File: config.mk
export PLATFORM = sky130hd
export DESIGN_NAME = page_translate_fifo_replace_core
export DESIGN_NICKNAME = d
export VERILOG_FILES = /design/src/rtl/ptfr_pkg.sv /design/src/rtl/page_translate_fifo_replace_core.sv /design/src/rtl/ptfr_table.sv
export VERILOG_INCLUDE_DIRS = /design/src /design/src/rtl
export SDC_FILE = /design/constraint.sdc
export NUM_CORES = 1
export LEC_CHECK = 0
export ABC_AREA = 1
export BUFFER_PORTS_ARGS = -buffer_cell sky130_fd_sc_hd__buf_2
export CORE_UTILIZATION = 35
export DETAILED_ROUTE_END_ITERATION = 10
export GPL_TIMING_DRIVEN = 0
export SETUP_SLACK_MARGIN = 0.2
export SLEW_MARGIN = 20
export SYNTH_ARGS = -nofsm -noshare
export SYNTH_HDL_FRONTEND = slang
export SYNTH_SLANG_ARGS = --single-unit
File: constraint.sdc
create_clock -name clk -period 9.19 [get_ports clk]
set_clock_uncertainty 0.1 [all_clocks]
set_input_delay 0.919 -clock clk [delete_from_list [all_inputs] [get_ports clk]]
set_output_delay 0.919 -clock clk [all_outputs]
set_load 0.01 [all_outputs]
File: src/rtl/page_translate_fifo_replace_core_assert.svh
// Assertion macros for the page translation core.
`ifndef PAGE_TRANSLATE_FIFO_REPLACE_CORE_ASSERT_SVH
`define PAGE_TRANSLATE_FIFO_REPLACE_CORE_ASSERT_SVH

`ifndef ASSERT_OFF
// Same-cycle implication, clocked on clk, held off in reset.
`define PTFR_ASSERT_IMP(lbl, ante, cons, msg) \
    lbl: assert property (@(posedge clk) disable iff (!rst_n) (ante) |-> (cons)) \
        else $error(msg);
// Next-cycle implication, clocked on clk, held off in reset.
`define PTFR_ASSERT_NXT(lbl, ante, cons, msg) \
    lbl: assert property (@(posedge clk) disable iff (!rst_n) (ante) |=> (cons)) \
        else $error(msg);
`else
`define PTFR_ASSERT_IMP(lbl, ante, cons, msg)
`define PTFR_ASSERT_NXT(lbl, ante, cons, msg)
`endif

`endif

File: src/rtl/ptfr_pkg.sv
// Shared constants and helpers for the page translation core.
package ptfr_pkg;

    localparam int VA_W           = 16;
    localparam int PAGE_BYTES     = 32;
    localparam int OFFSET_W       = $clog2(PAGE_BYTES);
    localparam int PAGE_W         = VA_W - OFFSET_W;
    localparam int NUM_FRAMES_DEF = 16;

    // Result field widths
    localparam int FRAME_W    = 4;
    localparam int PHYS_W     = 9;
    localparam int PAGE_OUT_W = 11;
    localparam int COUNT_W    = 32;

    localparam int OUT_FIELDS_W = 1 + FRAME_W + PHYS_W + 1 + PAGE_OUT_W + 1 + PAGE_OUT_W
                                  + COUNT_W + COUNT_W;
    localparam int OUT_TDATA_W  = ((OUT_FIELDS_W + 7) / 8) * 8;
    localparam int OUT_PAD_W    = OUT_TDATA_W - OUT_FIELDS_W;

    // Operation codes carried on tuser
    localparam logic OP_TRANSLATE = 1'b0;
    localparam logic OP_CLEAR     = 1'b1;

    function automatic logic [COUNT_W-1:0] sat_inc(input logic [COUNT_W-1:0] v);
        sat_inc = (v == {COUNT_W{1'b1}}) ? v : v + 1'b1;
    endfunction

endpackage

File: src/rtl/page_translate_fifo_replace_core.sv
// Top level: fully associative page translation with FIFO frame replacement.
//
//  channel   | dir | tdata                          | tuser
//  ----------+-----+--------------------------------+-----------
//  s_axis    | in  | virtual_address[15:0]          | op[0]
//  m_axis    | out | hit, frame, physical_address,  | -
//            |     | evict_valid, evicted_page,     |
//            |     | fill_valid, fill_page,         |
//            |     | reference_count, fault_count   |
//
// Sequence: a translation that hits frame k passes accept, scan steps up to
//   frame k, result; a fault passes accept, full scan, replacement update,
//   result. A clear passes accept and result. The scan reads one table entry
//   a cycle through the single read port and one shared page comparator.
// Reset: valid flags and counters clear at once; no clearing pass is needed.
// Stalls: one transaction in flight; s_axis_tready is low from accept until the
//   result moves into the output register, which frees when m_axis_tready is seen.
`include "page_translate_fifo_replace_core_assert.svh"

module page_translate_fifo_replace_core #(
    parameter int NUM_FRAMES = ptfr_pkg::NUM_FRAMES_DEF
) (
    input  logic                             clk,
    input  logic                             rst_n,
    input  logic                             s_axis_tvalid,
    output logic                             s_axis_tready,
    // [15:0] virtual_address
    input  logic [ptfr_pkg::VA_W-1:0]        s_axis_tdata,
    // [0] op
    input  logic [0:0]                       s_axis_tuser,
    output logic                             m_axis_tvalid,
    input  logic                             m_axis_tready,
    // [0] hit, [4:1] frame, [13:5] physical_address, [14] evict_valid,
    // [25:15] evicted_page, [26] fill_valid, [37:27] fill_page,
    // [69:38] reference_count, [101:70] fault_count, [103:102] zero
    output logic [ptfr_pkg::OUT_TDATA_W-1:0] m_axis_tdata
);
    import ptfr_pkg::*;

    localparam int IDX_W = (NUM_FRAMES > 1) ? $clog2(NUM_FRAMES) : 1;
    localparam logic [IDX_W-1:0] LAST_IDX = IDX_W'(NUM_FRAMES - 1);

    typedef enum logic [3:0] {
        ST_IDLE   = 4'b0001,
        ST_SCAN   = 4'b0010,
        ST_UPDATE = 4'b0100,
        ST_RESULT = 4'b1000
    } state_t;

    state_t               state_reg, state_next;
    logic [IDX_W-1:0]     idx_reg, idx_next;       // scan position
    logic [IDX_W-1:0]     ptr_reg, ptr_next;       // FIFO replace pointer
    logic [PAGE_W-1:0]    page_reg, page_next;
    logic [OFFSET_W-1:0]  offset_reg, offset_next;
    logic [COUNT_W-1:0]   ref_reg, ref_next;
    logic [COUNT_W-1:0]   fault_reg, fault_next;
    logic                 hit_reg, hit_next;
    logic [IDX_W-1:0]     frame_reg, frame_next;
    logic                 evict_reg, evict_next;
    logic [PAGE_W-1:0]    evpage_reg, evpage_next;
    logic                 fill_reg, fill_next;
    logic                 m_valid_reg, m_valid_next;
    logic [OUT_TDATA_W-1:0] m_data_reg, m_data_next;

    // table port
    logic [IDX_W-1:0]     tbl_rd_idx;
    logic                 tbl_rd_valid;
    logic [PAGE_W-1:0]    tbl_rd_page;
    logic                 tbl_wr_en;

    // result assembly
    logic [31:0]          frame_w32, phys_w32, evpage_w32, page_w32;
    logic [PAGE_OUT_W-1:0] res_fill_page;
    logic [OUT_TDATA_W-1:0] result_word;
    logic                 page_match;

    ptfr_table #(
        .NUM_FRAMES (NUM_FRAMES),
        .IDX_W      (IDX_W)
    ) u_table (
        .clk      (clk),
        .rst_n    (rst_n),
        .rd_idx   (tbl_rd_idx),
        .rd_valid (tbl_rd_valid),
        .rd_page  (tbl_rd_page),
        .wr_en    (tbl_wr_en),
        .wr_idx   (ptr_reg),
        .wr_page  (page_reg)
    );

    // Shared comparator: one entry per scan step
    assign page_match = tbl_rd_valid && (tbl_rd_page == page_reg);

    // Field widths are fixed; wider indices or pages are masked
    assign frame_w32  = 32'(frame_reg);
    assign phys_w32   = (32'(frame_reg) << OFFSET_W) | 32'(offset_reg);
    assign evpage_w32 = 32'(evpage_reg);
    assign page_w32   = 32'(page_reg);
    assign res_fill_page = fill_reg ? page_w32[PAGE_OUT_W-1:0] : '0;

    assign result_word = {
        {OUT_PAD_W{1'b0}},
        fault_reg,
        ref_reg,
        res_fill_page,
        fill_reg,
        evpage_w32[PAGE_OUT_W-1:0],
        evict_reg,
        phys_w32[PHYS_W-1:0],
        frame_w32[FRAME_W-1:0],
        hit_reg
    };

    always_comb
    begin
        state_next   = state_reg;
        idx_next     = idx_reg;
        ptr_next     = ptr_reg;
        page_next    = page_reg;
        offset_next  = offset_reg;
        ref_next     = ref_reg;
        fault_next   = fault_reg;
        hit_next     = hit_reg;
        frame_next   = frame_reg;
        evict_next   = evict_reg;
        evpage_next  = evpage_reg;
        fill_next    = fill_reg;
        m_valid_next = m_valid_reg;
        m_data_next  = m_data_reg;
        tbl_wr_en    = 1'b0;

        if (m_axis_tready)
        begin
            m_valid_next = 1'b0;
        end

        case (state_reg)
            ST_IDLE:
            begin
                if (s_axis_tvalid)
                begin
                    hit_next    = 1'b0;
                    evict_next  = 1'b0;
                    evpage_next = '0;
                    fill_next   = 1'b0;
                    if (s_axis_tuser[0] == OP_CLEAR)
                    begin
                        ref_next    = '0;
                        fault_next  = '0;
                        frame_next  = '0;
                        offset_next = '0;
                        state_next  = ST_RESULT;
                    end
                    else
                    begin
                        ref_next    = sat_inc(ref_reg);
                        page_next   = s_axis_tdata[VA_W-1:OFFSET_W];
                        offset_next = s_axis_tdata[OFFSET_W-1:0];
                        idx_next    = '0;
                        state_next  = ST_SCAN;
                    end
                end
            end
            ST_SCAN:
            begin
                if (page_match)
                begin
                    // lowest matching frame wins
                    hit_next   = 1'b1;
                    frame_next = idx_reg;
                    state_next = ST_RESULT;
                end
                else if (idx_reg == LAST_IDX)
                begin
                    // miss: fetch the victim entry for the update step
                    idx_next   = ptr_reg;
                    state_next = ST_UPDATE;
                end
                else
                begin
                    idx_next = idx_reg + 1'b1;
                end
            end
            ST_UPDATE:
            begin
                frame_next  = ptr_reg;
                evict_next  = tbl_rd_valid;
                evpage_next = tbl_rd_valid ? tbl_rd_page : '0;
                fill_next   = 1'b1;
                fault_next  = sat_inc(fault_reg);
                tbl_wr_en   = 1'b1;
                ptr_next    = (ptr_reg == LAST_IDX) ? '0 : ptr_reg + 1'b1;
                state_next  = ST_RESULT;
            end
            ST_RESULT:
            begin
                if (!m_valid_reg || m_axis_tready)
                begin
                    m_valid_next = 1'b1;
                    m_data_next  = result_word;
                    state_next   = ST_IDLE;
                end
            end
            default:
            begin
                state_next = ST_IDLE;
            end
        endcase

        // read address runs one step ahead of the compare
        tbl_rd_idx = idx_next;
    end

    always_ff @(posedge clk or negedge rst_n)
    begin
        if (!rst_n)
        begin
            state_reg   <= ST_IDLE;
            idx_reg     <= '0;
            ptr_reg     <= '0;
            ref_reg     <= '0;
            fault_reg   <= '0;
            m_valid_reg <= 1'b0;
        end
        else
        begin
            state_reg   <= state_next;
            idx_reg     <= idx_next;
            ptr_reg     <= ptr_next;
            ref_reg     <= ref_next;
            fault_reg   <= fault_next;
            m_valid_reg <= m_valid_next;
        end
    end

    // Payload: no reset
    always_ff @(posedge clk)
    begin
        page_reg   <= page_next;
        offset_reg <= offset_next;
        hit_reg    <= hit_next;
        frame_reg  <= frame_next;
        evict_reg  <= evict_next;
        evpage_reg <= evpage_next;
        fill_reg   <= fill_next;
        m_data_reg <= m_data_next;
    end

    assign s_axis_tready = (state_reg == ST_IDLE);
    assign m_axis_tvalid = m_valid_reg;
    assign m_axis_tdata  = m_data_reg;

    // A hit never carries write-back or fill
    `PTFR_ASSERT_IMP(a_hit_no_xfer, (state_reg == ST_RESULT) && hit_reg, !evict_reg && !fill_reg, "hit with eviction or fill")
    // Faults only ever count alongside references
    `PTFR_ASSERT_IMP(a_fault_le_ref, 1'b1, fault_reg <= ref_reg, "fault count above reference count")
    // Once a transaction is taken the block is busy
    `PTFR_ASSERT_NXT(a_busy_after_accept, s_axis_tvalid && s_axis_tready, !s_axis_tready, "ready after accept")

endmodule

File: src/rtl/ptfr_table.sv
// Resident page table: page memory with per-frame valid flags, one read and one write port.
module ptfr_table #(
    parameter int NUM_FRAMES = ptfr_pkg::NUM_FRAMES_DEF,
    parameter int IDX_W      = 4
) (
    input  logic                      clk,
    input  logic                      rst_n,
    input  logic [IDX_W-1:0]          rd_idx,
    output logic                      rd_valid,
    output logic [ptfr_pkg::PAGE_W-1:0] rd_page,
    input  logic                      wr_en,
    input  logic [IDX_W-1:0]          wr_idx,
    input  logic [ptfr_pkg::PAGE_W-1:0] wr_page
);
    import ptfr_pkg::*;

    logic [PAGE_W-1:0]     page_mem [NUM_FRAMES];
    logic [NUM_FRAMES-1:0] valid_reg;
    logic [PAGE_W-1:0]     rd_page_reg;
    logic                  rd_valid_reg;

    // Page store: no reset, guarded by the valid flags
    always_ff @(posedge clk)
    begin
        if (wr_en)
        begin
            page_mem[wr_idx] <= wr_page;
        end
        rd_page_reg <= page_mem[rd_idx];
    end

    always_ff @(posedge clk or negedge rst_n)
    begin
        if (!rst_n)
        begin
            valid_reg    <= '0;
            rd_valid_reg <= 1'b0;
        end
        else
        begin
            if (wr_en)
            begin
                valid_reg[wr_idx] <= 1'b1;
            end
            rd_valid_reg <= valid_reg[rd_idx];
        end
    end

    assign rd_page  = rd_page_reg;
    assign rd_valid = rd_valid_reg;

endmodule

Yosys cells after proc, flatten, opt, wreduce, memory -nomap -nowiden. Memory sizes are Yosys's and may differ from the RTL's. A register that Yosys moved wholly into a read port is not among the register bits. Cells that the tools add are included.

Equality and inequality tests: 16. Muxes and demuxes: 40. Reductions and logical operators: 16. Magnitude comparators: 3. Bitwise logic cells: 3. $add $sub $neg: 4.

Operators by type and width (number): $mux W32 (5); $add A32 B1 Y32 const B (2); $eq A32 B32 Y1 const B (2); $pmux W32 S2 (1); $mux W4 (13); $mux W11 (2); $pmux W11 S2 (1); $or A16 B16 Y16 (1); $pmux W4 S4 (1); $eq A4 B4 Y1 const B (3); $pmux W4 S3 (1); $reduce_and A3 Y1 (4); $eq A11 B11 Y1 (1); $lt A4 B5 Y1 const B (2); $mux W1 (10); $ne A2 B2 Y1 const B (5); $or A9 B5 Y9 (1); $add A4 B1 Y4 const B (2); $pmux W4 S2 (1); $reduce_and A4 Y1 (2); $pmux W1 S2 (3); $reduce_and A2 Y1 (3); $bmux W1 S4 (1); $demux W1 S4 (1); other kinds (12) (14).

Logic and storage cells: 100. Register bits after elaboration: 230. Output and inout port bits: 106. Input bits: 21. RAM bits: 176. Memories: 1.

Memory list: u_table.page_mem (depth 16, bits a word 11, read ports 1, clocked after memory_dff 1, write ports 1, RTL line ptfr_table.sv:17) `logic [PAGE_W-1:0] page_mem [NUM_FRAMES];`.

Longest topological paths before layout.
Word-level depth: 6. Depth in mapped cells: 17. Gate-level depth less buffers: 16.

Hierarchy. A second synthesis with hierarchy kept.

Cells, all modules: 1840. Area total of the unflattened synthesis: 18158.7 µm².

By module, submodules not included: page_translate_fifo_replace_core (seq. area each 5891.9 µm², area an instance 9576.7 µm², instances 1, cells each 1008); ptfr_table (seq. area each 5930.7 µm², area an instance 8582.0 µm², instances 1, cells each 832).

Worst setup path after synthesis. Ideal clock, no wire load.

Path kind: input-to-reg. Start: input m_axis_tready. End: register m_data_reg[0] (netlist: m_axis_tdata[0]), enable pin. Path buffers: 0. Slack: 2.787 ns. Setup time: 0.587 ns. Data required time: 8.503 ns. Stages on the path: 2. Arrival time: 5.715 ns. Path through: inv_1 a21oi_1.

Cells in the longest elaborated chain, start to end: 2.

RTL lines: start, declared (RTL line page_translate_fifo_replace_core.sv:32) `input logic m_axis_tready,`; $logic_or A1 B1 Y1 (RTL line page_translate_fifo_replace_core.sv:197) `if (!m_valid_reg || m_axis_tready)`; $reduce_and A2 Y1 (no source line); end signal, assigned (RTL line page_translate_fifo_replace_core.sv:246) `m_data_reg <= m_data_next;`; end, declared (RTL line page_translate_fifo_replace_core.sv:63) `logic [OUT_TDATA_W-1:0] m_data_reg, m_data_next;`.

Every way passes these cells. A chain may end at the register's enable or synchronous reset.

Worst setup path after layout.
Start: register page_reg[2]. End: register u_table.rd_page_reg[0] (netlist: u_table.rd_page[0]), read port of u_table.page_mem.

Cells in the longest elaborated chain, start to end: 4.

RTL lines: start, declared (RTL line page_translate_fifo_replace_core.sv:53) `logic [PAGE_W-1:0] page_reg, page_next;`; start signal, assigned (RTL line page_translate_fifo_replace_core.sv:239) `page_reg <= page_next;`; $eq A11 B11 Y1 (RTL line page_translate_fifo_replace_core.sv:92) `assign page_match = tbl_rd_valid && (tbl_rd_page == page_reg);`; $logic_and A1 B1 Y1 (RTL line page_translate_fifo_replace_core.sv:92); $mux W4 (RTL line page_translate_fifo_replace_core.sv:166) `if (page_match)`; $pmux W4 S2 (RTL line page_translate_fifo_replace_core.sv:137) `case (state_reg)`; end, declared (RTL line ptfr_table.sv:19) `logic [PAGE_W-1:0] rd_page_reg;`.

Every way passes these cells.

==> report_table.html <==
<table>
<tr><th>Metric</th><th>Value</th></tr>
<tr><th colspan="2">Place</th></tr>
<tr><td>Pre-CTS WS</td><td>5.376 ns</td></tr>
<tr><td>Final HPWL DP</td><td>32.46 mm</td></tr>
<tr><td>Final Wtd Congestion</td><td>0.9400</td></tr>
<tr><td>Port Buffers</td><td>123</td></tr>
<tr><th colspan="2">Outcome</th></tr>
<tr><td>Run status</td><td>completed</td></tr>
<tr><th colspan="2">Clock network</th></tr>
<tr><td>Clock tree from TritonCTS</td><td>done</td></tr>
<tr><td>H-tree depth reported by CTS</td><td>2</td></tr>
<tr><td>Maximum number of buffers from clock root to sink</td><td>3</td></tr>
<tr><td>Insertion delay of the later-clocked pin in the worst-skew pair</td><td>0.55 ns</td></tr>
<tr><td>Post-CTS setup buffers</td><td>0</td></tr>
<tr><td>Clock transition at the registers of the reported paths</td><td>0.06 ns</td></tr>
<tr><td>Sinks on Clock Net</td><td>413</td></tr>
<tr><td>Num CTS Buffers</td><td>42</td></tr>
<tr><td>Clock Root Buffer</td><td>sky130_fd_sc_hd__clkbuf_16</td></tr>
<tr><td>Number of buffers inserted by hold repair at cts</td><td>0</td></tr>
<tr><td>CTS-repair resized insts</td><td>0</td></tr>
<tr><th colspan="2">GRT</th></tr>
<tr><td>Global routing met3 resource utilization</td><td>2.725%</td></tr>
<tr><td>Top Usage Layer GRT</td><td>met2</td></tr>
<tr><td>Via count of the first global-routing pass</td><td>12418</td></tr>
<tr><td>Number of antenna violations at the first check in global routing</td><td>0</td></tr>
<tr><td>Total gr overflow</td><td>0</td></tr>
<tr><td>Met1 capacity usage during global routing</td><td>22.92%</td></tr>
<tr><td>Global-route met2 utilization</td><td>29.55%</td></tr>
<tr><td>Largest net degree at the start of global routing</td><td>77</td></tr>
<tr><td>First-pass GRT wire length</td><td>71.88 mm</td></tr>
<tr><td>Total GRT Usage</td><td>17.79%</td></tr>
<tr><th colspan="2">Synth</th></tr>
<tr><td>Top cell type's share of synthesized area</td><td>51.70%</td></tr>
<tr><td>Async set-reset flop share out of synthesis</td><td>22.76%</td></tr>
<tr><td>Post-Synthesis Cells</td><td>1688</td></tr>
<tr><td>YS warnings</td><td>0</td></tr>
<tr><td>Most area-consuming cells after synthesis</td><td>sky130_fd_sc_hd__edfxtp_1 (52%), sky130_fd_sc_hd__dfrtp_1 (13%), sky130_fd_sc_hd__nand2_1 (7.1%), sky130_fd_sc_hd__nand3_1 (6.6%), sky130_fd_sc_hd__inv_1 (5.1%)</td></tr>
<tr><td>Number of enable-type register cells in the synthesized netlist</td><td>308</td></tr>
<tr><td>Post-synthesis register bit count</td><td>413</td></tr>
<tr><td>Register area share after synthesis</td><td>66.08%</td></tr>
<tr><td>Library cell with the largest summed area after synthesis</td><td>sky130_fd_sc_hd__edfxtp_1</td></tr>
<tr><td>Post-Synthesis Mean Instance Area</td><td>10.60 um2</td></tr>
<tr><td>Top_reg_cell synth</td><td>sky130_fd_sc_hd__edfxtp_1</td></tr>
<tr><td>Synth unique cells</td><td>46</td></tr>
<tr><td>Cell area after synthesis</td><td>17890 um2</td></tr>
<tr><th colspan="2">Finish</th></tr>
<tr><td>Ratio of cells with drive above 1 in the final layout</td><td>13.82%</td></tr>
<tr><td>Area delta synth-&gt;final</td><td>17.30%</td></tr>
<tr><td>Antenna Cells</td><td>0</td></tr>
<tr><td>Largest register by flop count</td><td>u_table.page_mem</td></tr>
<tr><td>Number of nets in the finished design</td><td>1890</td></tr>
<tr><td>Fill cell instance count of the final layout</td><td>4781</td></tr>
<tr><td>Largest register FFs</td><td>176</td></tr>
<tr><th colspan="2">Setup path</th></tr>
<tr><td>Category of the critical setup timing path</td><td>reg2reg</td></tr>
<tr><td>RR Startpoint</td><td>page_reg[2]</td></tr>
<tr><td>CP max stage cell</td><td>sky130_fd_sc_hd__edfxtp_1</td></tr>
<tr><td>Cells traversed along the worst timing path</td><td>inv_1 -&gt; nand2_1 -&gt; nand2_1 -&gt; nor2_1 -&gt; nand2_1 -&gt; nor2_1 -&gt; nand3_1 -&gt; nand2_1 -&gt; nand2_1 -&gt; o21ai_1 -&gt; clkbuf_1 -&gt; nand3_1 -&gt; nand3_1 -&gt; nand3_1 -&gt; nand2_1</td></tr>
<tr><td>Most numerous cell on the critical path</td><td>sky130_fd_sc_hd__nand2_1</td></tr>
<tr><td>Highest net fanout along the worst path</td><td>19</td></tr>
<tr><td>Worst reg2reg endpoint</td><td>u_table.rd_page[0]</td></tr>
<tr><td>Startpoint types</td><td>flip-flop</td></tr>
<tr><td>Setup slack, reg-to-reg</td><td>5.45 ns</td></tr>
<tr><td>Path depth of the worst reg2reg path</td><td>15</td></tr>
<tr><td>Cell class contributing the biggest share of worst-path delay</td><td>simple AND/OR/NAND/NOR gates</td></tr>
<tr><td>Type of destination of the critical path</td><td>flip-flop</td></tr>
<tr><td>Slowest Stage Delay on Critical Path</td><td>1.06 ns</td></tr>
<tr><td>Buf/Inv on CP</td><td>2</td></tr>
<tr><td>WP data arrival</td><td>4.12 ns</td></tr>
<tr><td>Required time of the critical path</td><td>9.57 ns</td></tr>
<tr><th colspan="2">Flow run</th></tr>
<tr><td>Maximum Capacitance Violations</td><td>0</td></tr>
<tr><th colspan="2">Timing</th></tr>
<tr><td>Slew Limit Headroom</td><td>27.00%</td></tr>
<tr><td>Max Slew Vio Count</td><td>0</td></tr>
<tr><td>Fraction of the cycle the final worst path needs</td><td>40.71%</td></tr>
<tr><td>Final hold slack</td><td>0.1075 ns</td></tr>
<tr><td>RSZ-0062 raised after global routing</td><td>no</td></tr>
<tr><td>Slew @ Worst Pin</td><td>1.091 ns</td></tr>
<tr><td>Post-layout minimum cycle time</td><td>3.741 ns</td></tr>
<tr><td>Final Hold Vio Count</td><td>0</td></tr>
<tr><td>Total negative slack</td><td>0 ns</td></tr>
<tr><td>Number of failing setup endpoints in the final timing report</td><td>0</td></tr>
<tr><td>Final critical-path setup slack</td><td>5.449 ns</td></tr>
<tr><td>Maximum frequency from static timing analysis</td><td>267.3 MHz</td></tr>
<tr><th colspan="2">Floorplan</th></tr>
<tr><td>Floorplan row count</td><td>82</td></tr>
<tr><td>Die Span X</td><td>228.1 um</td></tr>
<tr><td>Initial cell density of the core</td><td>35.59%</td></tr>
<tr><td>Top-Level Pins</td><td>127</td></tr>
<tr><td>Vertical extent of the die</td><td>228.1 um</td></tr>
<tr><td>Core footprint</td><td>50270 um2</td></tr>
<tr><td>Die footprint</td><td>52030 um2</td></tr>
<tr><th colspan="2">Pwr</th></tr>
<tr><td>Power per cell area</td><td>262.4 nW/um2</td></tr>
<tr><td>Worst-case vdd ir drop</td><td>0.1119 mV</td></tr>
<tr><td>Leakage Power</td><td>0.008410 uW</td></tr>
<tr><td>Post-layout power</td><td>5506 uW</td></tr>
<tr><th colspan="2">Drt</th></tr>
<tr><td>Post-detailed-route via-to-cell ratio</td><td>4.959</td></tr>
<tr><td>Remaining DRCs</td><td>0</td></tr>
<tr><td>Initial DRT Pass Iterations</td><td>5</td></tr>
<tr><td>Wire length per cell after detailed routing</td><td>18.09 um</td></tr>
<tr><td>DRT iter0 DRCs</td><td>1268</td></tr>
<tr><td>Count of vias placed by the detailed router</td><td>12734</td></tr>
<tr><td>Post-Route WL</td><td>46.44 mm</td></tr>
<tr><td>Remaining antenna violation count after routing</td><td>0</td></tr>
<tr><th colspan="2">Hold path</th></tr>
<tr><td>Worst hold-check path type</td><td>in2async</td></tr>
</table>
==> power breakdown <==
| group | internal (uW) | total, uW | switching [uW] |
|---|---|---|---|
| clock network | 1070 | 1770 | 708 |
| logic | 410 | 1220 | 808 |
| registers | 2310 | 2510 | 207 |
==> stage by stage <==
| stage | utilization (%) | cells | cell area (um2) |
|---|---|---|---|
| floorplan | - | 1689 | 17890 |
| global placement | 38.49 | 2484 | 19350 |
| detailed placement | 38.84 | 2490 | 19530 |
| CTS | 41.71 | 2568 | 20970 |
| global route | 41.74 | 2568 | 20990 |
| finish | 41.74 | 2568 | 20990 |
==> cell type report <==
| type | instances | area (um2) | area share (%) |
|---|---|---|---|
| clock inverter | 21 | 234.0 | 1.115 |
| timing repair buffer | 129 | 774.5 | 3.690 |
| multi-input combinational | 956 | 4790 | 22.82 |
| tap | 672 | 840.8 | 4.006 |
| clock buffer | 57 | 1211 | 5.771 |
| inverter | 249 | 934.6 | 4.454 |
| buffer | 71 | 379.1 | 1.806 |
| sequential | 413 | 11820 | 56.33 |
==> cell usage after synthesis, types with 2 or more instances <==
| master | n |
|---|---|
| sky130_fd_sc_hd__buf_2 | 24 |
| sky130_fd_sc_hd__nor2_1 | 105 |
| sky130_fd_sc_hd__ha_1 | 7 |
| sky130_fd_sc_hd__xnor2_1 | 24 |
| sky130_fd_sc_hd__nand4_1 | 23 |
| sky130_fd_sc_hd__dfrtp_1 | 93 |
| sky130_fd_sc_hd__edfxtp_1 | 308 |
| sky130_fd_sc_hd__xor2_1 | 24 |
| sky130_fd_sc_hd__nand3_1 | 236 |
| sky130_fd_sc_hd__nand2_2 | 4 |
| sky130_fd_sc_hd__nor3b_1 | 4 |
| sky130_fd_sc_hd__inv_2 | 4 |
| sky130_fd_sc_hd__nand2_1 | 338 |
| sky130_fd_sc_hd__o22ai_1 | 14 |
| sky130_fd_sc_hd__a211oi_1 | 2 |
| sky130_fd_sc_hd__inv_1 | 244 |
| sky130_fd_sc_hd__o21ai_0 | 36 |
| sky130_fd_sc_hd__clkbuf_1 | 26 |
| sky130_fd_sc_hd__buf_4 | 20 |
| sky130_fd_sc_hd__nand3b_1 | 29 |
| sky130_fd_sc_hd__o31ai_1 | 31 |
| sky130_fd_sc_hd__nor3_1 | 28 |
| sky130_fd_sc_hd__dfxtp_1 | 11 |
| sky130_fd_sc_hd__a21oi_1 | 16 |
| sky130_fd_sc_hd__nor4_1 | 16 |
==> layer usage <==
metal / part of all wire, % / up-vias
li1: - / 6016
met1: 42 / 6114
met2: 47 / 493
met3: 6.4 / 111
met4: 4.3 / 0
met5: 0 / -
==> worst max-delay path by stage <==
| stage | cells after the start | slack, ns | startpoint | to |
|---|---|---|---|---|
| final | 15 | 5.45 | page_reg[2] | u_table.rd_page[0] |
| after global routing | 15 | 5.21 | page_reg[0] | u_table.rd_page[0] |
| after CTS | 15 | 5.45 | page_reg[2] | u_table.rd_page[0] |
| after detailed placement | 10 | 5.38 | s_axis_tvalid | fault_reg[7] |
| after global placement | 3 | 0.72 | m_axis_tready | m_axis_tdata[33] |
| after floorplan | 2 | 2.79 | m_axis_tready | m_axis_tdata[0] |
==> cell families after synthesis <==
family | Yosys count | synth area share (%)
AND/OR/NAND/NOR | 792 | 20.04
adder cells (fa/ha/maj) | 7 | 0.4895
AO/OA/AOI/OAI | 106 | 3.623
flip-flops | 413 | 66.08
buffers and inverters | 320 | 7.343
multiplexers | 1 | 0.05595
XOR/XNOR | 48 | 2.350
other | 1 | 0.02096
==> cells in the final DEF, fill, tap and decap left out, types with 9 or more instances in the layout <==
cell type and count:
sky130_fd_sc_hd__a21oi_1 15, sky130_fd_sc_hd__dfxtp_1 11, sky130_fd_sc_hd__clkbuf_1 34, sky130_fd_sc_hd__inv_1 244
sky130_fd_sc_hd__o31ai_1 31, sky130_fd_sc_hd__buf_4 20, sky130_fd_sc_hd__clkbuf_16 45, sky130_fd_sc_hd__nor3_1 28
sky130_fd_sc_hd__o22ai_1 14, sky130_fd_sc_hd__nand3_1 236, sky130_fd_sc_hd__dfrtp_1 93, sky130_fd_sc_hd__nor2_1 97
sky130_fd_sc_hd__edfxtp_1 308, sky130_fd_sc_hd__nand3b_1 29, sky130_fd_sc_hd__nand2_1 338, sky130_fd_sc_hd__xnor2_1 24
sky130_fd_sc_hd__nor4_1 16, sky130_fd_sc_hd__o21ai_0 36, sky130_fd_sc_hd__nand4_1 23, sky130_fd_sc_hd__xor2_1 24
sky130_fd_sc_hd__nor2_2 9, sky130_fd_sc_hd__buf_2 146
Power figures use the tool's default switching activity.
